## src/mpf_pkg.sv

```systemverilog
`timescale 1ns / 1ps
`default_nettype none

package mpf_pkg;

  localparam int ARG_W     = 32;
  localparam int CHAR_W    = 8;
  localparam int DIGIT_W   = 4;
  localparam int NUM_DIGITS = 10;
  localparam int BCD_W     = NUM_DIGITS * DIGIT_W;
  localparam int IDX_W     = $clog2(NUM_DIGITS);
  localparam int HEX_DIGITS = ARG_W / DIGIT_W;

  localparam logic [CHAR_W-1:0] CH_NUL     = 8'h00;
  localparam logic [CHAR_W-1:0] CH_PERCENT = 8'h25;
  localparam logic [CHAR_W-1:0] CH_D       = 8'h64;
  localparam logic [CHAR_W-1:0] CH_X       = 8'h78;
  localparam logic [CHAR_W-1:0] CH_MINUS   = 8'h2d;
  localparam logic [CHAR_W-1:0] CH_ZERO    = 8'h30;
  localparam logic [CHAR_W-1:0] CH_A       = 8'h61;

  // request from the sequencer to the digit unit
  typedef struct packed {
    logic start;
    logic hex;
  } mpf_req_t;

  // ascii for one digit value, decimal or lower-case hex
  function automatic logic [CHAR_W-1:0] digit_char(input logic [DIGIT_W-1:0] d);
    logic [CHAR_W-1:0] dx;
    dx = {{(CHAR_W-DIGIT_W){1'b0}}, d};
    if (d < 4'd10) begin
      digit_char = CH_ZERO + dx;
    end else begin
      digit_char = CH_A + (dx - 8'd10);
    end
  endfunction

endpackage

`default_nettype wire

```

## src/mini_printf_formatter.sv

```systemverilog
`timescale 1ns / 1ps
`default_nettype none

// Minimal printf formatter: takes one format byte per input word, with a
// 32-bit argument, and sends out ASCII characters, last marking the final
// character caused by that byte. '%' arms a flag; "%d" prints the argument
// as signed decimal, "%x" as lower-case hex, both with no leading zeros;
// any other byte after '%' is printed itself and a zero byte ends the
// string. Input is taken only while the sequencer is idle. A plain
// character goes through the CHAR state before the next byte is taken;
// '%' and the zero byte are taken in the idle state alone. %d goes through
// a shared shift-and-add-3 unit, one bit per cycle; after that a minus
// sign goes out if needed, then the ten digit positions are walked from
// the top, skipping leading zeros and sending one character per digit.
// %x skips the conversion, and its nibbles are walked the same way. Each
// character sent waits for as long as the sink holds out_ready low.
module mini_printf_formatter (
  input  wire                        clk,
  input  wire                        rst,
  input  wire                        in_valid,
  output logic                       in_ready,
  input  wire [mpf_pkg::CHAR_W-1:0]  fmt_byte,
  input  wire [mpf_pkg::ARG_W-1:0]   arg_value,
  output logic                       out_valid,
  input  wire                        out_ready,
  output logic [mpf_pkg::CHAR_W-1:0] out_char,
  output logic                       last
);
  import mpf_pkg::*;

  localparam logic [2:0] S_IDLE  = 3'd0;
  localparam logic [2:0] S_CHAR  = 3'd1;
  localparam logic [2:0] S_CONV  = 3'd2;
  localparam logic [2:0] S_SIGN  = 3'd3;
  localparam logic [2:0] S_SCAN  = 3'd4;
  localparam logic [2:0] S_DIGIT = 3'd5;

  logic [2:0]        state;
  logic              after_percent;
  logic              neg;
  logic [CHAR_W-1:0] ch;
  logic [IDX_W-1:0]  idx;
  logic              slot_free;
  logic              in_fire;
  logic              load;
  logic [CHAR_W-1:0] load_char;
  logic              load_last;
  mpf_req_t          req;
  logic [ARG_W-1:0]  mag;
  logic              dab_done;
  logic [BCD_W-1:0]  digits;
  logic [DIGIT_W-1:0] cur_digit;

  assign in_ready  = (state == S_IDLE);
  assign in_fire   = in_valid && in_ready;
  assign slot_free = !out_valid || out_ready;
  assign cur_digit = digits[idx*DIGIT_W +: DIGIT_W];

  // conversion request on a %d or %x completion
  always_comb begin
    req.start = in_fire && after_percent && (fmt_byte == CH_D || fmt_byte == CH_X);
    req.hex   = (fmt_byte == CH_X);
    if (fmt_byte == CH_D && arg_value[ARG_W-1]) begin
      mag = ~arg_value + 1'b1;
    end else begin
      mag = arg_value;
    end
  end

  mpf_dabble u_dabble (
    .clk    (clk),
    .rst    (rst),
    .req    (req),
    .mag    (mag),
    .done   (dab_done),
    .digits (digits)
  );

  // character chosen for the output register this cycle
  always_comb begin
    load      = 1'b0;
    load_char = ch;
    load_last = 1'b1;
    case (state)
      S_CHAR: begin
        load = slot_free;
      end
      S_SIGN: begin
        load      = slot_free;
        load_char = CH_MINUS;
        load_last = 1'b0;
      end
      S_DIGIT: begin
        load      = slot_free;
        load_char = digit_char(cur_digit);
        load_last = (idx == '0);
      end
      default: begin
        load = 1'b0;
      end
    endcase
  end

  // sequencer
  always_ff @(posedge clk) begin
    if (rst) begin
      state         <= S_IDLE;
      after_percent <= 1'b0;
      idx           <= '0;
    end else begin
      case (state)
        S_IDLE: begin
          if (in_fire) begin
            if (fmt_byte == CH_NUL) begin
              after_percent <= 1'b0;
            end else if (!after_percent && fmt_byte == CH_PERCENT) begin
              after_percent <= 1'b1;
            end else if (req.start) begin
              after_percent <= 1'b0;
              state         <= S_CONV;
            end else begin
              after_percent <= 1'b0;
              state         <= S_CHAR;
            end
          end
        end
        S_CHAR: begin
          if (load) begin
            state <= S_IDLE;
          end
        end
        S_CONV: begin
          if (dab_done) begin
            idx   <= IDX_W'(NUM_DIGITS - 1);
            state <= neg ? S_SIGN : S_SCAN;
          end
        end
        S_SIGN: begin
          if (load) begin
            state <= S_SCAN;
          end
        end
        S_SCAN: begin
          // skip leading zeros, keep at least one digit
          if (cur_digit == '0 && idx != '0) begin
            idx <= idx - 1'b1;
          end else begin
            state <= S_DIGIT;
          end
        end
        S_DIGIT: begin
          if (load) begin
            if (idx == '0) begin
              state <= S_IDLE;
            end else begin
              idx <= idx - 1'b1;
            end
          end
        end
        default: begin
          state <= S_IDLE;
        end
      endcase
    end
  end

  // per-item payload
  always_ff @(posedge clk) begin
    if (in_fire) begin
      ch  <= fmt_byte;
      neg <= (fmt_byte == CH_D) && arg_value[ARG_W-1];
    end
  end

  // output register
  always_ff @(posedge clk) begin
    if (rst) begin
      out_valid <= 1'b0;
    end else if (load) begin
      out_valid <= 1'b1;
    end else if (out_ready) begin
      out_valid <= 1'b0;
    end
  end

  always_ff @(posedge clk) begin
    if (load) begin
      out_char <= load_char;
      last     <= load_last;
    end
  end

  assert property (@(posedge clk) disable iff (rst) dab_done |-> state == S_CONV)
    else $error("digit unit finished outside conversion");
  assert property (@(posedge clk) disable iff (rst)
    (load && state == S_DIGIT && idx == '0) |=> state == S_IDLE)
    else $error("final digit did not return to idle");
  assert property (@(posedge clk) disable iff (rst)
    (state == S_SCAN || state == S_DIGIT) |-> idx <= IDX_W'(NUM_DIGITS - 1))
    else $error("digit index out of range");
  assert property (@(posedge clk) disable iff (rst)
    (load && !load_last) |-> (state == S_SIGN || state == S_DIGIT))
    else $error("non-final character from a single-character item");

endmodule

`default_nettype wire

```

## src/mpf_dabble.sv

```systemverilog
`timescale 1ns / 1ps
`default_nettype none

// digit unit: shift-and-add-3 binary to bcd, one bit per cycle;
// hex words are split into nibbles directly
module mpf_dabble (
  input  wire                      clk,
  input  wire                      rst,
  input  wire mpf_pkg::mpf_req_t   req,
  input  wire [mpf_pkg::ARG_W-1:0] mag,
  output logic                     done,
  output logic [mpf_pkg::BCD_W-1:0] digits
);
  import mpf_pkg::*;

  localparam int CNT_W = $clog2(ARG_W + 1);

  logic [ARG_W-1:0] bin;
  logic [CNT_W-1:0] cnt;
  logic [BCD_W-1:0] adj;

  // add 3 to every bcd digit of five or more
  always_comb begin
    for (int i = 0; i < NUM_DIGITS; i++) begin
      if (digits[i*DIGIT_W +: DIGIT_W] >= 4'd5) begin
        adj[i*DIGIT_W +: DIGIT_W] = digits[i*DIGIT_W +: DIGIT_W] + 4'd3;
      end else begin
        adj[i*DIGIT_W +: DIGIT_W] = digits[i*DIGIT_W +: DIGIT_W];
      end
    end
  end

  // control: iteration count and done pulse
  always_ff @(posedge clk) begin
    if (rst) begin
      cnt  <= '0;
      done <= 1'b0;
    end else begin
      done <= 1'b0;
      if (req.start) begin
        if (req.hex) begin
          cnt  <= '0;
          done <= 1'b1;
        end else begin
          cnt <= CNT_W'(ARG_W);
        end
      end else if (cnt != '0) begin
        cnt <= cnt - 1'b1;
        if (cnt == CNT_W'(1)) begin
          done <= 1'b1;
        end
      end
    end
  end

  // datapath: load, then shift one bit into the bcd word each cycle
  always_ff @(posedge clk) begin
    if (req.start) begin
      bin <= mag;
      if (req.hex) begin
        digits <= {{(BCD_W-ARG_W){1'b0}}, mag};
      end else begin
        digits <= '0;
      end
    end else if (cnt != '0) begin
      digits <= {adj[BCD_W-2:0], bin[ARG_W-1]};
      bin    <= {bin[ARG_W-2:0], 1'b0};
    end
  end

  // a new request only arrives while the unit is quiet
  assert property (@(posedge clk) disable iff (rst) req.start |-> cnt == '0)
    else $error("digit unit restarted while busy");
  assert property (@(posedge clk) disable iff (rst) done |-> cnt == '0)
    else $error("done raised with iterations left");
  assert property (@(posedge clk) disable iff (rst)
    (req.start && !req.hex) |=> cnt == CNT_W'(ARG_W))
    else $error("decimal conversion did not load its count");

endmodule

`default_nettype wire
```

## config.mk

```make
export PLATFORM = sky130hd
export DESIGN_NAME = mini_printf_formatter
export DESIGN_NICKNAME = d
export VERILOG_FILES = /design/src/mpf_pkg.sv /design/src/mini_printf_formatter.sv /design/src/mpf_dabble.sv
export SDC_FILE = /design/constraint.sdc
export NUM_CORES = 1
export LEC_CHECK = 0
export BUFFER_PORTS_ARGS = -buffer_cell sky130_fd_sc_hd__clkbuf_2
export CAP_MARGIN = 20
export CORE_AREA = 2 2 152 154
export CTS_CLUSTER_DIAMETER = 120
export DETAILED_ROUTE_END_ITERATION = 7
export DIE_AREA = 0 0 154 156
export HOLD_SLACK_MARGIN = 0.12
export MAX_ROUTING_LAYER = met4
export PLACE_DENSITY = 0.45
export SYNTH_ARGS = -nofsm -noshare
export SYNTH_HDL_FRONTEND = slang
export SYNTH_SLANG_ARGS = --single-unit
```

## constraint.sdc

```tcl
create_clock -name clk -period 5.2 [get_ports clk]
set_input_delay 0.52 -clock clk [delete_from_list [all_inputs] [get_ports clk]]
set_output_delay 0.52 -clock clk [all_outputs]
set_load 0.05 [all_outputs]
```

==> impl_metrics.yaml <==
finish:
  drive_gt1_share_pct: 13.5
  nets: 816
  fillCellCount: 2271
  syn_to_final_growth_pct: 13.4
  instances_no_fill: 1033
  insertedDiodeCount: 0
clock_tree:
  clk_pin_slew_ps: 70
  ctsHoldBuffers: 0
  clkLatencyLatePin_ps: 370
  cts_resized: 0
  cts_sinks: 106
  clockBufferDepth: 2
  cts_tree: "yes"
  root_buffer: "clkbuf_16"
  htree_levels: 3
  cts_buffers: 9
  cts_setup_buffers: 0
yosys:
  yosys-top-cells-area: "edfxtp_1 41%, o21ai_0 6.3%, ha_1 5.5%"
  synth_area_sq_um: 6630
  syn_nets: 775
  ys_async_sr_fraction_pct: 0
  synth_cells: 702
  ys.flop_type: "edfxtp_1"
  yosys.area.top_type_share_pct: 40.8
  ys_ff_latch: 106
  synth_warnings: 0
  synth_common_cells: "95 x nand2_1, 90 x edfxtp_1, 84 x o21ai_0, 45 x a21oi_1, 39 x nor2_1"
  synth-seq-area-share_pct: 45.6
  yosysUniqueCellTypes: 56
  synth.most_common_cell: "nand2_1"
  syn_avg_cell_area_sq_um: 9.44
  yosysTopAreaCell: "edfxtp_1"
  synth-edff-count: 90
timing:
  tightest_slew_ps: 892
  timing.final.crit_share_pct: 66.0
  finalSetupViolCount: 0
  fin_crit_ps: 3430
  relSlewSlack_pct: 40.2
  fmax_mhz: 291
  holdWs_ps: 370
  rsz0062_at_grt: "no"
  slew_viol_final: 0
  clock_skew_ps: 12.3
  layout_setup_ws_ps: 1770
  setup_tns_ps: 0
  finalHoldViolCount: 0
routing:
  antenna_left: 0
  dr.max_layer_used: "met4"
  dr_wl_met2_mm: 7.79
  wirelength_mm: 16.9
  wl_met3_microns: 637
  wl_per_cell_microns: 16.4
  avgViaCountPerCell: 5.07
  dr.pass1.iters: 5
  drc: 0
  wl_met1_mm: 8.05
  drt_iter0_markers: 304
  num_vias: 5236
placement:
  dp_cells: 1017
  pre_cts_slack_ps: 1780
  routabilityCongestion: 0.851
  hpwl_mm: 12.5
  numPortBuffers: 54
floorplanning:
  start_util_pct: 29.6
  row_count: 55
  dieWidth_microns: 154
  coreArea_sq_um: 22400
  ioPinCount: 55
  die-area_sq_um: 24000
  die_y_microns: 156
global_route:
  grt_start_max_net_pins: 73
  grtUsageTotal_pct: 15.0
  gr-total-overflow: 0
  grt_pass1_vias: 5186
  grt_pass1_wl_mm: 27.6
  antenna_found_initial: 0
run:
  cap_violations: 0
setup_path:
  cp_num_buf_inv: 2
  slowest_stage: "dfxtp_1"
  crit_chain: "mux4_2, a22oi_1, o21ai_0, inv_1, ha_1, inv_1, ha_1, nand3b_1, a211o_1, mux2i_1, a211oi_1"
  path_max_fanout: 17
  required_ps: 5310
  worstPathArrival_ps: 3540
  critPathLaunchType: "flop"
  crit_family: "compound AO/OA/AOI/OAI gates"
  critPathKind: "flop to flop"
  slowest_delay_ps: 800
  cp-end-kind: "flop"
pwr:
  p_sw_w: 0.00158
  internal_power_w: 0.00257
  power_frac_seq_pct: 43.8
  power_frac_clock_pct: 17.6
  pwr-share-comb_pct: 38.7
  switching_share_pct: 38.0
  power_density_nw_per_um2: 552
  ir_drop_v: 0.000357
  power_w: 0.00415
  leakage_nw: 2.86
hold_path:
  hold_class: "input port to flop"
run_status:
  run_status: "finished clean"
==> worst paths after layout <==
check        cells after the start  slack, ps          start            end
max                             11       1770         idx[0]    out_char[4]
min                              1        370    fmt_byte[0]          ch[0]
max reg2reg                     11       1770         idx[0]    out_char[4]
min reg2reg                      2        520  after_percent  after_percent
==> kinds of logic (layout without fill, tap and decap cells) <==
kind of cell | Yosys count | in the layout | share of synthesized area, %
buffers and inverters | 69 | 115 | 4.15
and+or+nand+nor | 249 | 249 | 19.0
muxes | 18 | 18 | 3.72
DFF | 106 | 106 | 45.6
adders and majority gates | 29 | 29 | 5.48
xor gates and xnor gates | 45 | 45 | 5.95
AOI/OAI and AO/OA | 186 | 186 | 16.1
==> layout make-up <==
cell class	instances	area [sq um]	share of cell area [%]
clock inverter	7	85.1	1.13
timing repair buffer	62	347	4.61
tap	285	357	4.75
clock buffer	9	225	3.00
sequential	106	3020	40.2
multi-input combinational	527	3340	44.4
inverter	37	139	1.85
==> layer usage <==
metal / vias up / GRT usage [%]
met3: 29 / 2.31
li1: 2626 / -
met5: - / -
met4: 0 / 6.50
met2: 105 / 23.2
met1: 2476 / 19.5
==> sequential cells by signal (all words and copies together), names as in the netlist <==
register / cells
u_dabble.cnt: 6
last: 1
ch: 8
neg: 1
idx: 4
state: 3
u_dabble.bin: 32
out_char: 8
u_dabble.digits: 40
after_percent: 1
u_dabble.done: 1
out_valid: 1
==> stage by stage <==
| step | utilization, % | area, sq um |
|---|---|---|
| finish | 33.6 | 7510 |
| global route | 33.6 | 7510 |
| global placement | 32.1 | 7190 |
| detailed placement | 32.2 | 7200 |
| CTS | 33.6 | 7510 |
| floorplan | - | 6630 |
==> cell usage in the layout (no fill, tap or decap), drive strengths merged, types with 7 or more instances in the layout <==
master  Yosys  final
a21oi      45     45
a31oi       7      7
buf         8      8
clkbuf     24     63
dfxtp      16     16
edfxtp     90     90
ha         29     29
inv        37     40
mux2i      10     10
nand2      95     95
nand2b     19     19
nand3       8      8
nor2       39     39
nor2b      10     10
nor3       25     25
nor3b      11     11
nor4       11     11
o21ai      94     94
xnor2      31     31
xor2       14     14
==> power groups by stage <==
stage	sequential, W	clock (W)	combinational (W)
after global routing	0.00187	0.000781	0.00186
after CTS	0.00182	0.000749	0.00164
after floorplan	0.00178	0	0.00121
final	0.00181	0.000728	0.00160
after detailed placement	0.00184	0	0.00162
after global placement	0.00183	0	0.00157
Power figures use the tool's default switching activity.
